--- config.mk ---
export PLATFORM = sky130hd
export DESIGN_NAME = cgc_front
export DESIGN_NICKNAME = d
export VERILOG_FILES = /design/src/design/cgc_pkg.sv /design/src/design/cgc_front.sv
export SDC_FILE = /design/constraint.sdc
export NUM_CORES = 1
export LEC_CHECK = 0
export BUFFER_PORTS_ARGS = -buffer_cell sky130_fd_sc_hd__buf_2
export CAP_MARGIN = 10
export CORE_MARGIN = 2
export CORE_UTILIZATION = 30
export CTS_CLUSTER_SIZE = 20
export DETAILED_ROUTE_END_ITERATION = 7
export GPL_TIMING_DRIVEN = 0
export HOLD_SLACK_MARGIN = 0.06
export PLACE_DENSITY_LB_ADDON = 0.15
export SETUP_SLACK_MARGIN = 0.5
export SYNTH_ARGS = -nofsm -noshare
export SYNTH_HDL_FRONTEND = slang
export SYNTH_SLANG_ARGS = --single-unit
--- constraint.sdc ---
create_clock -name clk -period 13.8 [get_ports clk]
set_input_delay 3.45 -clock clk [delete_from_list [all_inputs] [get_ports clk]]
set_output_delay 3.45 -clock clk [all_outputs]
set_load 0.01 [all_outputs]
--- src/design/cgc_pkg.sv ---
// ----------------------------------------------------------------------------
// Crossfader gain curve package
// Shared widths, register indexes, payload structs and constant functions.
// ----------------------------------------------------------------------------
package cgc_pkg;

  localparam int FRAC           = 24;
  localparam int GAIN_FRAC_BITS = 15;
  localparam int POS_W          = 17;
  localparam int EXP_W          = 18;
  localparam int CAL_W          = 17;
  localparam int GAIN_W         = 16;
  localparam int MAG_W          = FRAC + 2;
  localparam int Q_W            = FRAC + 1;
  localparam int LOG_W          = FRAC + 5;
  localparam int RES_W          = 33;
  localparam int SQ_W           = 2 * Q_W;
  localparam int NUM_W          = FRAC + Q_W;
  localparam int CFG_IDX_W      = 2;
  localparam int CFG_DATA_W     = EXP_W;

  localparam logic [Q_W-1:0] ONE_Q = Q_W'(1) << FRAC;

  localparam logic [CFG_IDX_W-1:0] REG_EXPONENT    = 2'd0;
  localparam logic [CFG_IDX_W-1:0] REG_CALIBRATION = 2'd1;
  localparam logic [CFG_IDX_W-1:0] REG_MODE        = 2'd2;
  localparam logic [CFG_IDX_W-1:0] REG_SWAP        = 2'd3;

  typedef struct packed {
    logic [EXP_W-1:0] exponent;
    logic [CAL_W-1:0] calibration;
    logic             cp;
    logic             swap;
  } cfg_t;

  typedef struct packed {
    logic             act;
    logic [MAG_W-1:0] mag;
  } side_t;

  typedef struct packed {
    logic            pz;
    logic            ps;
    logic [4:0]      whole;
    logic [FRAC-1:0] frac;
  } log_t;

  function automatic logic [63:0] isqrt64(input logic [63:0] v_in);
    logic [63:0] v;
    logic [63:0] r;
    logic [63:0] b;
    v = v_in;
    r = '0;
    b = 64'd1 << 62;
    for (int i = 0; i < 32; i++) begin
      if (b > v) b = b >> 2;
    end
    for (int i = 0; i < 32; i++) begin
      if (b != 0) begin
        if (v >= r + b) begin
          v = v - (r + b);
          r = (r >> 1) + b;
        end else begin
          r = r >> 1;
        end
        b = b >> 2;
      end
    end
    return r;
  endfunction

  // Factor 2^-(2^-idx) in Q.32, each the floor square root of the one before.
  function automatic logic [31:0] exp_factor(input int unsigned idx);
    logic [63:0] f;
    f = 64'd1 << 31;
    for (int unsigned i = 1; i <= idx; i++) begin
      f = isqrt64(f << 32);
    end
    return f[31:0];
  endfunction

endpackage

--- src/design/cgc_front.sv ---
// ----------------------------------------------------------------------------
// Crossfader front end
// Saturates the position, applies the constant power calibration in that mode and
// produces the magnitude seen by each side.
// ----------------------------------------------------------------------------
module cgc_front (
  input  logic                             clk,
  input  logic                             rst,
  input  logic                             en,
  input  logic                             in_vld,
  input  logic signed [cgc_pkg::POS_W-1:0] pos,
  input  cgc_pkg::cfg_t                    cfg,
  output logic                             out_vld,
  output cgc_pkg::side_t                   side_a,
  output cgc_pkg::side_t                   side_b
);
  import cgc_pkg::*;

  localparam logic signed [POS_W-1:0] POS_MAX = 17'sd32768;
  localparam logic signed [POS_W-1:0] POS_MIN = -17'sd32768;
  localparam logic [CAL_W-1:0]        CAL_MAX = 17'd65536;

  logic signed [POS_W-1:0] pos_sat;
  logic signed [POS_W-1:0] pos_abs;
  logic [CAL_W-1:0]        cal_sat;

  logic                    v1;
  logic                    neg1;
  logic signed [POS_W-1:0] pos1;
  logic [CAL_W-1:0]        cal1;
  logic [32:0]             prod1;

  logic [32:0]        rnd;
  logic [Q_W-1:0]     r_mag;
  logic signed [26:0] p;
  logic signed [26:0] c24;
  logic signed [26:0] left;
  logic signed [26:0] right;
  logic signed [26:0] neg_left;

  always_comb begin
    if (pos < POS_MIN) pos_sat = POS_MIN;
    else if (pos > POS_MAX) pos_sat = POS_MAX;
    else pos_sat = pos;
    pos_abs = pos_sat[POS_W-1] ? -pos_sat : pos_sat;
    cal_sat = (cfg.calibration > CAL_MAX) ? CAL_MAX : cfg.calibration;
  end

  always_ff @(posedge clk) begin
    if (rst) begin
      v1 <= 1'b0;
    end else if (en) begin
      v1 <= in_vld;
    end
    if (en) begin
      neg1  <= pos_sat[POS_W-1];
      pos1  <= pos_sat;
      cal1  <= cal_sat;
      prod1 <= 33'(pos_abs[POS_W-1:0]) * 33'(cal_sat);
    end
  end

  always_comb begin
    rnd      = prod1 + 33'd64;
    r_mag    = rnd[31:7];
    p        = neg1 ? -$signed({2'b00, r_mag}) : $signed({2'b00, r_mag});
    c24      = $signed({2'b00, cal1, 8'h00});
    if (cfg.cp) begin
      left  = p - c24;
      right = p + c24;
    end else begin
      left  = $signed({pos1[POS_W-1], pos1, 9'h000});
      right = left;
    end
    neg_left = -left;
  end

  always_ff @(posedge clk) begin
    if (rst) begin
      out_vld <= 1'b0;
    end else if (en) begin
      out_vld <= v1;
    end
    if (en) begin
      side_b.act <= left[26];
      side_b.mag <= neg_left[MAG_W-1:0];
      side_a.act <= !right[26] && (right != '0);
      side_a.mag <= right[MAG_W-1:0];
    end
  end

endmodule

# Word-level counts from Yosys, hierarchy flattened
# Cells that the tools add are included.
# Widths: inputs -> output; s select.
[totals]
ramBits = 0
register_bits = 123
word_cells = 30
romBits = 0
mem_count = 0
latchBits = 0
[op_classes]
n_reduce_logical = 3
muxes = 7
n_bitwise = 0
shift = 0
order_cmp = 3
add_sub_neg = 6
n_eq_ne = 0
multipliers = 1
div_mod_pow = 0
[ops]
columns = ["cell", "count"]
rows = [
  ["$mux 27", 3],
  ["$mux 17", 4],
  ["$gt 17x17->1 const B", 2],
  ["$add 32x7->32 const B", 1],
  ["$mul 17x17->32", 1],
  ["$add 27x26->27", 1],
  ["$neg 25->27", 1],
  ["$reduce_bool 27->1", 1],
  ["$sub 27x26->27", 1],
  ["$neg 26->26", 1],
  ["$lt 17x16->1 const B", 1],
  ["$neg 17->17", 1],
  ["$logic_and 1x1->1", 1],
  ["$logic_not 1->1", 1],
]

# Logic depth before layout (Yosys ltp)
# Gate-level depths: netlist of the first run.
[depth]
ltp_word = 7
depth_mapped = 38

# Worst setup path after synthesis of the first run
# OpenSTA, ideal clock, no wires.
[synth_path]
kind = "input to register"
start = "in pos[5] (netlist name)"
end = "reg prod1[24] (data pin)"
cell_stages = 34
arrival_time_ps = 11692
path_slack_ps = 1849
path_cell_list = "nor4_2 -> nand4b_1 -> or2_2 -> nor3_2 -> o21a_1 -> buf_2 -> and2_1 -> clkbuf_1 -> clkinv_1 -> ha_1 -> o21ai_0 -> o21ai_0 -> xnor2_1 -> nor2_1 -> fa_1 -> inv_1 -> fa_1 -> fa_1 -> inv_1 -> fa_1 -> fa_1 -> inv_1 -> fa_1 -> inv_1 -> ha_1 -> a211oi_1 -> nand2_1 -> o21ai_0 -> a311oi_1 -> o311ai_0 -> a21boi_0 -> o21a_1 -> nor2_1 -> xnor2_1"
[synth_via]
elab_chain_cells = 6
[synth_rtl]
columns = ["element", "line_no", "source"]
rows = [
  ["start, declared", "cgc_front.sv:11", "input logic signed [cgc_pkg::POS_W-1:0] pos,"],
  ["$gt 17x17->1", "cgc_front.sv:43", "else if (pos > POS_MAX) pos_sat = POS_MAX;"],
  ["$mux 17", "cgc_front.sv:43", ""],
  ["$mux 17 (*)", "cgc_front.sv:42", "if (pos < POS_MIN) pos_sat = POS_MIN;"],
  ["$neg 17->17", "cgc_front.sv:45", "pos_abs = pos_sat[POS_W-1] ? -pos_sat : pos_sat;"],
  ["$mux 17 (*)", "cgc_front.sv:45", ""],
  ["named net pos_abs[0]", "cgc_front.sv:24", "logic signed [POS_W-1:0] pos_abs;"],
  ["$mul 17x17->32 (*)", "cgc_front.sv:59", "prod1 <= 33'(pos_abs[POS_W-1:0]) * 33'(cal_sat);"],
  ["end signal, assigned", "cgc_front.sv:59", ""],
  ["end, declared", "cgc_front.sv:31", "logic [32:0] prod1;"],
]
# Mark *: on every way through the listed nets, which the timed path passes. The rest lies on a longest branch.
# A chain may end at the register's enable or synchronous reset.

# Final worst setup path of the first run
[layout_path]
start = "in pos[5] (netlist name)"
end = "reg prod1[31] (data pin)"
# Same word-level chain as after synthesis.

==> impl_metrics.csv, run 1 <==
group,metric,value,unit
logic_synthesis,netlist-cell-type-count,87,
setup_path,worstPathMaxFanout,10,
power,p_leak,0.00889,uW
setup_path,rr_worst_depth,21,
finish,drive_gt1_share,9.04,%
timing,slew-limit-headroom,18.6,%
floorplanning,die_h,243,um
finish,post-route-util,34.2,%
finish,final_nets,2469,
finish,area_delta_synth_final,12.7,%
logic_synthesis,synthAdderAreaFrac,35.8,%
power,combPwrFrac,69.2,%
logic_synthesis,synth-edff-count,113,
global_routing,grt-ovfl-total,0,
clock_network,cts_sinks,115,
logic_synthesis,synth_simple_gate_area_share,17.9,%
logic_synthesis,synth.avg_cell_area,8.89,um^2
routing,routed.top_layer,"met4",
routing,ant_nets,0,
routing,wl_met1,23.3,mm
setup_path,cp.arrival,13020,ps
power,swShare,47.9,%
routing,wl_met2,24.8,mm
logic_synthesis,yosysWarnings,0,
power,p_clk_share,12.7,%
hold_path,min_path_type,"reg2reg",
clock_network,path_clk_slew,60,ps
floorplanning,dieWidth,243,um
power,power.switching,1680,uW
job,maxCapViolations,0,
place,dp_hpwl,43.4,mm
timing,post-route-period-util,93.1,%
logic_synthesis,ys_dominant_reg_cell,"edfxtp_1",
global_routing,grt_max_degree,67,
outcome,status,"completed",
routing,vias_per_cell,4.74,
timing,hold_violations,0,
place,dp.cells,2789,
setup_path,cp_common_cell,"fa_1",
logic_synthesis,synth_top_family_by_area,"adder cells",
clock_network,cts_inserted_buffers,17,
logic_synthesis,yosysTopAreaCellShare,26.1,%
place,io_buffers,92,
routing,drt-initial-drc-count,718,
global_routing,grt_usage,17.9,%
logic_synthesis,ys_ff_latch,115,
logic_synthesis,synth_xor_area_share,6.54,%
logic_synthesis,postSynthCellCount,1925,
hold_path,hold_path_depth,2,
setup_path,r2r-end,"side_a[26]",
floorplanning,dieArea,59000,um^2
logic_synthesis,synth.most_common_cell,"inv_1",
setup_path,crit_path_start_kind,"input port",
timing,worst_pin_slew,1210,ps
floorplanning,pin_count,113,
clock_network,insertion_delay,440,ps
timing,fin_setup_tns,0,ps
setup_path,cp-startpoint,"pos[5]",
timing,finalSetupViolations,0,
floorplanning,core_area,56400,um^2
setup_path,crit_path_end_kind,"flop",
logic_synthesis,synth_mux_area_share,0.775,%
setup_path,cp_slowest_cell,"fa_1",
global_routing,grt_pass1_vias,13800,
floorplanning,start_util,30.3,%
setup_path,path_class,"in2reg",
finish,final_cells,2827,
setup_path,critical_path_required,13970,ps
routing,dr_wl_met3,2.32,mm
routing,vias,13400,
setup_path,rrSetupSlack,7200,ps
global_routing,antenna_found_initial,4,
timing,rsz0062_at_grt,"true",
logic_synthesis,synth-async-reset-ratio,0,%
clock_network,root_buffer,"clkbuf_16",
setup_path,r2r-start,"prod1[7]",
setup_path,critPathMaxStageDelay,550,ps
clock_network,cts_tree,"done",
floorplanning,rows,87,
power,seq_power_share,18.1,%
logic_synthesis,synth.largest_area_cell,"fa_1",
power,p_per_area,182,nW/um^2
routing,firstDrtPassIters,5,
logic_synthesis,synthTopCellsByCount,"336 x inv_1, 238 x nand2_1, 223 x fa_1",
routing,drcViolationCount,0,
timing,fmax,77.8,MHz
timing,drv_slew,0,
logic_synthesis,synth-compound-area-share,9.50,%
hold_path,holdPathEnd,"out_vld",
hold_path,hp-start,"out_vld",
place,place_congestion,0.868,
timing,period_minus_slack,12850,ps
logic_synthesis,syn_area,17100,um^2
power,ir_drop,0.106,mV
power,power.internal,1830,uW
clock_network,htreeDepth,4,
global_routing,grt_pass1_wl,80.7,mm
routing,wirelength,51.7,mm
timing,skew,6.39,ps
timing,holdWs,490,ps
routing,wl_per_cell,18.3,um
logic_synthesis,yosysSeqAreaShare,20.1,%
logic_synthesis,synth.area.top_cells,"fa_1 26%, edfxtp_1 20%, ha_1 9.7%, inv_1 7.4%, nand2_1 5.2%",
clock_network,clk_path_buf_depth,2,
what timing repair did:
| action | CTS | global route |
|---|---|---|
| hold endpoints to repair | 0 | 0 |
| pin swaps | 0 | 2 |
| setup buffers | 0 | 3 |
| hold buffers | 0 | 0 |
| gates resized for setup | 8 | 7 |
| setup endpoints to repair | 12 | 9 |
layer usage:
layer / up-vias / track usage, %
li1: 6454 / -
met1: 6589 / 24.2
met2: 293 / 30.0
met3: 66 / 2.07
met4: 0 / 5.68
met5: - / 0
cell type report:
class                   instances  area, um^2
fillers                      5979       37100
multi-input cells            1407       12200
flip-flops and latches        115        3430
inverters                     340        1280
well taps                     756         946
repair buffers                 98         526
clock buffers                  18         429
plain buffers                  76         324
clock inverters                14         163
diodes                          3        7.51
through the flow:
stage                     total power [uW]  cell area [um^2]  worst slack, ps
after floorplan                       2370             17200             1850
after global placement                3060             18600            -1260
after detailed placement              3070             18600             -687
after CTS                             3540             19200              617
after global routing                  3870             19300              474
final                                 3510             19300              945
layout by cell type (no fill, tap or decap), types with 42 or more instances in the layout:
cell / Yosys / routed
xnor2_1: 84 / 80
edfxtp_1: 113 / 113
and2_1: 43 / 43
buf_2: 7 / 99
a21oi_1: 50 / 50
fa_1: 223 / 223
xor2_1: 42 / 42
ha_1: 133 / 133
nand2_1: 238 / 237
nor2_1: 190 / 190
inv_1: 336 / 336
clkbuf_1: 64 / 62
worst max-delay path: cells and delay by family:
family / cells / cell delay, ps
buffers and inverters: 10 / 1570
and+or+nand+nor: 8 / 1770
adders and majority gates: 8 / 3760
xor gates and xnor gates: 2 / 490
AOI/OAI and AO/OA: 9 / 1920
logic make-up after synthesis:
kind of cell / Yosys count
and+or+nand+nor: 662
buffers and inverters: 416
adders and majority gates: 356
AOI/OAI and AO/OA: 234
xor gates and xnor gates: 127
DFF: 115
muxes: 13
other: 2
power by group through the flow:
stage,sequential (uW),clock (uW),combinational (uW)
final,636,446,2430
after detailed placement,645,0,2420
after global placement,643,0,2420
after floorplan,656,0,1720
after CTS,638,455,2450
after global routing,649,472,2750
how the worst max path moves through the flow:
stage / to / slack (ps) / cells past startpoint
floorplan: prod1[24] / 1850 / 34
detailed placement: prod1[31] / -690 / 37
CTS: prod1[31] / 620 / 37
global placement: prod1[24] / -1260 / 33
finish: prod1[31] / 950 / 37
global route: prod1[31] / 470 / 37
sequential cells by signal (all words and copies together) (netlist names):
name     count
v1           1
neg1         1
pos1        16
cal1        17
side_b      26
side_a      27
prod1       26
out_vld      1
(Power assumes the default switching activity.)
==> inputs of run 2 (changes only) <==
==> constraint.sdc (replaced) <==
create_clock -name clk -period 13.8 [get_ports clk]
set_input_delay 2.07 -clock clk [delete_from_list [all_inputs] [get_ports clk]]
set_output_delay 2.07 -clock clk [all_outputs]
set_load 0.01 [all_outputs]
==> run 2 against run 1 <==
Net effect: cell count is 0.11% lower; hold slack is essentially flat; register-to-register slack about the same; largest power group unchanged; critical endpoint unchanged; maximum frequency up 1.7%; cell area is 0.38% lower; first-iteration DRC count is 13% higher.
==> impl_metrics.csv, run 2 (synthesized netlist as in run 1, its figures left out) <==
group,metric,value,unit
clock_network,root_buffer,"clkbuf_16",
floorplanning,rows,87,
job,maxCapViolations,0,
finish,largest_register_ffs,27,
routing,ant_nets,0,
global_routing,grt-ovfl-total,0,
setup_path,critPathMaxStageDelay,960,ps
finish,reg_top3,"side_a (27), prod1 (26), side_b (26)",
timing,period_minus_slack,12640,ps
setup_path,path_class,"in2reg",
timing,rsz0062_at_grt,"false",
clock_network,htreeDepth,4,
global_routing,grt_max_degree,67,
finish,regMostFlops,"side_a",
power,ir_drop,0.106,mV
setup_path,critical_path_required,13970,ps
floorplanning,die_h,243,um
power,p_leak,0.00885,uW
finish,final_nets,2466,
power,p_clk_share,12.7,%
timing,skew,7.00,ps
timing,slew-limit-headroom,13.1,%
finish,area_delta_synth_final,12.3,%
floorplanning,pin_count,113,
routing,drcViolationCount,0,
setup_path,crit_path_start_kind,"input port",
place,io_buffers,92,
clock_network,cts_inserted_buffers,17,
timing,hold_violations,0,
place,place_ws,693,ps
power,power.switching,1680,uW
outcome,status,"completed",
power,power.internal,1820,uW
floorplanning,dieWidth,243,um
global_routing,grt_usage,17.9,%
floorplanning,start_util,30.3,%
timing,fmax,79.1,MHz
clock_network,post-cts-setup-buffers,0,
routing,wirelength,51.8,mm
routing,vias,13400,
routing,drt-initial-drc-count,812,
setup_path,cp_slowest_cell,"a22oi_1",
setup_path,worstPathMaxFanout,10,
clock_network,insertion_delay,440,ps
timing,drv_slew,0,
hold_path,min_path_type,"reg2reg",
timing,finalSetupViolations,0,
place,place_congestion,0.868,
floorplanning,core_area,56400,um^2
setup_path,crit_path_end_kind,"flop",
clock_network,cts_tree,"done",
timing,post-route-period-util,91.6,%
global_routing,antenna_found_initial,4,
timing,fin_setup_tns,0,ps
power,swShare,48.0,%
global_routing,grt_pass1_vias,13800,
place,dp_hpwl,43.4,mm
finish,layout_commonest_cell,"inv_1",
finish,final_cell_mix,"336 x inv_1, 238 x nand2_1, 223 x fa_1",
floorplanning,dieArea,59000,um^2
clock_network,cts_resized,0,
clock_network,hold_buffers,0,
clock_network,cts_sinks,115,
clock_network,clk_path_buf_depth,2,
routing,wl_per_cell,18.3,um
timing,worst_pin_slew,1290,ps
setup_path,cp_common_cell,"fa_1",
routing,vias_per_cell,4.75,
power,seq_power_share,18.2,%
global_routing,grt_pass1_wl,80.7,mm
power,p_per_area,182,nW/um^2
power,combPwrFrac,69.1,%
clock_network,path_clk_slew,60,ps
routing,firstDrtPassIters,5,
finish,drive_gt1_share,8.38,%
timing,setup_ws,1160,ps
setup_path,cp.arrival,12810,ps
## run 2: cell count changes in the layout (fill, tap and decap cells not counted), sizes merged
cell,previous run,this run
buf,110,107
## run 2: cell type report
cell class | count | area (um^2)
diodes | 3 | 7.51
multi-input cells | 1407 | 12100
clock inverters | 14 | 163
flip-flops and latches | 115 | 3430
plain buffers | 76 | 320
well taps | 756 | 946
clock buffers | 18 | 429
repair buffers | 95 | 503
inverters | 340 | 1280
fillers | 5986 | 37200
## run 2: metrics by stage
stage | utilization, % | hold slack (ps) | total power (uW) | cells | area [um^2]
floorplan | - | 460 | 2370 | 1938 | 17200
global placement | 32.9 | 471 | 3060 | 2786 | 18600
detailed placement | 33.0 | 486 | 3070 | 2789 | 18600
CTS | 34.1 | 499 | 3540 | 2821 | 19200
global route | 34.1 | 539 | 3870 | 2821 | 19200
finish | 34.1 | 490 | 3510 | 2824 | 19200
## run 2: layer usage
layer / up-vias / routed length [um] / part of all wire [%] / track usage (%)
met5: - / 0 / 0 / 0
met4: 0 / 1310 / 2.5 / 5.68
met3: 69 / 2360 / 4.6 / 2.07
met2: 279 / 24800 / 48 / 30.0
met1: 6608 / 23300 / 45 / 24.1
li1: 6444 / - / - / -
## run 2: final timing paths
kind                            slack [ps]    endpoint  depth (start not counted)      from
worst min register to register         490     out_vld                          2   out_vld
worst min-delay path                   490     out_vld                          2   out_vld
worst max-delay path                  1160   prod1[31]                         37    pos[5]
worst max register to register        7210  side_a[26]                         21  prod1[7]
## run 2: power groups by stage
stage	Sequential, uW	Combinational (uW)	Clock (uW)
6_report	636	2420	446
5_1_grt	649	2750	472
4_1_cts	638	2450	455
3_5_place_dp	645	2420	0
3_3_place_gp	643	2420	0
2_1_floorplan	656	1720	0
## run 2: critical path: cells and delay by family
kind,cells,cell delay [ps]
compound gates,9,2710
xor+xnor,1,130
fa+ha+maj,8,3930
buf+inv,9,1700
mux,1,70
simple gates,9,2140
==> inputs of run 3 (changes only) <==
--- a/config.mk
+++ b/config.mk
@@ -12,8 +12,9 @@
 export CTS_CLUSTER_SIZE = 20
 export DETAILED_ROUTE_END_ITERATION = 7
+export GPL_ROUTABILITY_DRIVEN = 0
 export GPL_TIMING_DRIVEN = 0
 export HOLD_SLACK_MARGIN = 0.06
 export PLACE_DENSITY_LB_ADDON = 0.15
-export SETUP_SLACK_MARGIN = 0.5
+export SETUP_SLACK_MARGIN = 0.15
 export SYNTH_ARGS = -nofsm -noshare
 export SYNTH_HDL_FRONTEND = slang
==> constraint.sdc (replaced) <==
create_clock -name clk -period 13.8 [get_ports clk]
set_input_delay 4.14 -clock clk [delete_from_list [all_inputs] [get_ports clk]]
set_output_delay 4.14 -clock clk [all_outputs]
set_load 0.01 [all_outputs]
==> run 3 against run 2 <==
Net effect: critical path depth is 3 lower; combinational power hardly changed; cell area is 0.56% higher; hold slack hardly changed; core utilization is 0.19 points higher; critical endpoint unchanged; sequential share of layout area is 0.10 points lower; largest power group unchanged.
==> impl_metrics.csv, run 3 (synthesized netlist as in run 1, its figures left out) <==
group,metric,value,unit
timing,fmax,75.9,MHz
setup_path,r2r-start,"prod1[7]",
routing,wl_per_cell,18.4,um
setup_path,critPathMaxStageDelay,560,ps
setup_path,crit_path_end,"prod1[31]",
clock_network,path_clk_slew,60,ps
finish,area_delta_synth_final,12.9,%
outcome,status,"completed",
power,ir_drop,0.107,mV
global_routing,grt-ovfl-total,0,
floorplanning,dieArea,59000,um^2
finish,drive_gt1_share,9.33,%
finish,layout_commonest_cell,"inv_1",
routing,ant_nets,0,
power,finalPower,3510,uW
timing,post-route-period-util,95.5,%
setup_path,cp_slowest_cell,"fa_1",
finish,largest_register_ffs,27,
global_routing,grt_pass1_wl,81.0,mm
power,p_leak,0.00890,uW
floorplanning,start_util,30.3,%
clock_network,cts_sinks,115,
global_routing,antenna_found_initial,4,
floorplanning,dieWidth,243,um
timing,worst_pin_slew,1260,ps
setup_path,cp.arrival,13350,ps
timing,rsz0062_at_grt,"false",
timing,drv_slew,0,
timing,skew,7.73,ps
setup_path,worstPathMaxFanout,10,
clock_network,insertion_delay,440,ps
finish,regMostFlops,"side_a",
routing,wirelength,52.1,mm
setup_path,cp-startpoint,"pos[5]",
place,io_buffers,92,
setup_path,cp_common_cell,"fa_1",
clock_network,htreeDepth,4,
finish,final_cell_mix,"336 x inv_1, 237 x nand2_1, 223 x fa_1",
routing,vias,13400,
timing,finalSetupViolations,0,
clock_network,root_buffer,"clkbuf_16",
setup_path,r2r-end,"side_a[26]",
global_routing,grt_max_degree,67,
clock_network,cts_inserted_buffers,17,
setup_path,critical_path_required,13970,ps
global_routing,grt_pass1_vias,13800,
floorplanning,pin_count,113,
clock_network,cts_tree,"done",
setup_path,rr_worst_depth,21,
routing,vias_per_cell,4.74,
setup_path,crit_path_end_kind,"flop",
timing,fin_setup_tns,0,ps
finish,reg_top3,"side_a (27), prod1 (26), side_b (26)",
routing,drcViolationCount,0,
floorplanning,die_h,243,um
setup_path,crit_path_start_kind,"input port",
routing,firstDrtPassIters,5,
timing,slew-limit-headroom,15.2,%
place,dp_hpwl,43.4,mm
global_routing,grt_usage,18.0,%
hold_path,min_path_type,"reg2reg",
floorplanning,core_area,56400,um^2
routing,drt-initial-drc-count,726,
timing,period_minus_slack,13180,ps
clock_network,clk_path_buf_depth,2,
floorplanning,rows,87,
finish,final_cells,2828,
timing,hold_violations,0,
place,dp.cells,2789,
timing,holdWs,490,ps
setup_path,rrSetupSlack,7190,ps
clock_network,hold_buffers,0,
setup_path,path_class,"in2reg",
power,p_per_area,182,nW/um^2
job,maxCapViolations,0,
finish,final_nets,2470,
run 3: how the worst min path moves through the flow:
stage	from	to	slack [ps]	cells after the start
3_5_place_dp	out_vld	out_vld	490	2
3_3_place_gp	out_vld	out_vld	470	2
2_1_floorplan	v1	v1	460	2
4_1_cts	out_vld	out_vld	500	2
5_1_grt	out_vld	out_vld	540	2
6_report	out_vld	out_vld	490	2
run 3: repair_timing:
item                                    in CTS  in global routing
gates resized for setup                     11                 13
hold endpoints to repair                     0                  0
pin swaps                                    1                  2
buffers inserted                             3                  1
endpoints found under the setup margin      17                  9
run 3: worst max-delay path: cells and delay by family:
kind / cells / cell delay [ps]
adder cells (fa/ha/maj): 8 / 3680
AND/OR/NAND/NOR: 8 / 1920
AO/OA/AOI/OAI: 10 / 1820
buffers and inverters: 7 / 1640
XOR/XNOR: 1 / 130
run 3: cell type report:
type	instances	area [um^2]
fillers	5976	37100
well taps	756	946
inverters	340	1280
repair buffers	99	533
diodes	3	7.51
clock inverters	14	163
plain buffers	76	327
flip-flops and latches	115	3430
clock buffers	18	429
multi-input cells	1407	12200
run 3: where the power goes:
part | total [uW] | internal, uW | switching, uW
logic | 2430 | 966 | 1460
registers | 636 | 579 | 56.8
clock network | 447 | 282 | 165
run 3: per-layer routing:
metal	GRT usage, %	part of all wire [%]	vias to the layer above
met4	5.50	2.4	0
li1	-	-	6452
met1	24.2	45	6618
met3	2.07	4.4	64
met2	30.3	48	271
met5	0	0	-
run 3: per-stage QoR:
step	instance area [um^2]	utilization [%]	setup slack, ps
floorplan	17200	-	1160
global placement	18600	32.9	-1950
detailed placement	18600	33.0	-1380
CTS	19300	34.2	163
global route	19300	34.3	156
finish	19300	34.3	617
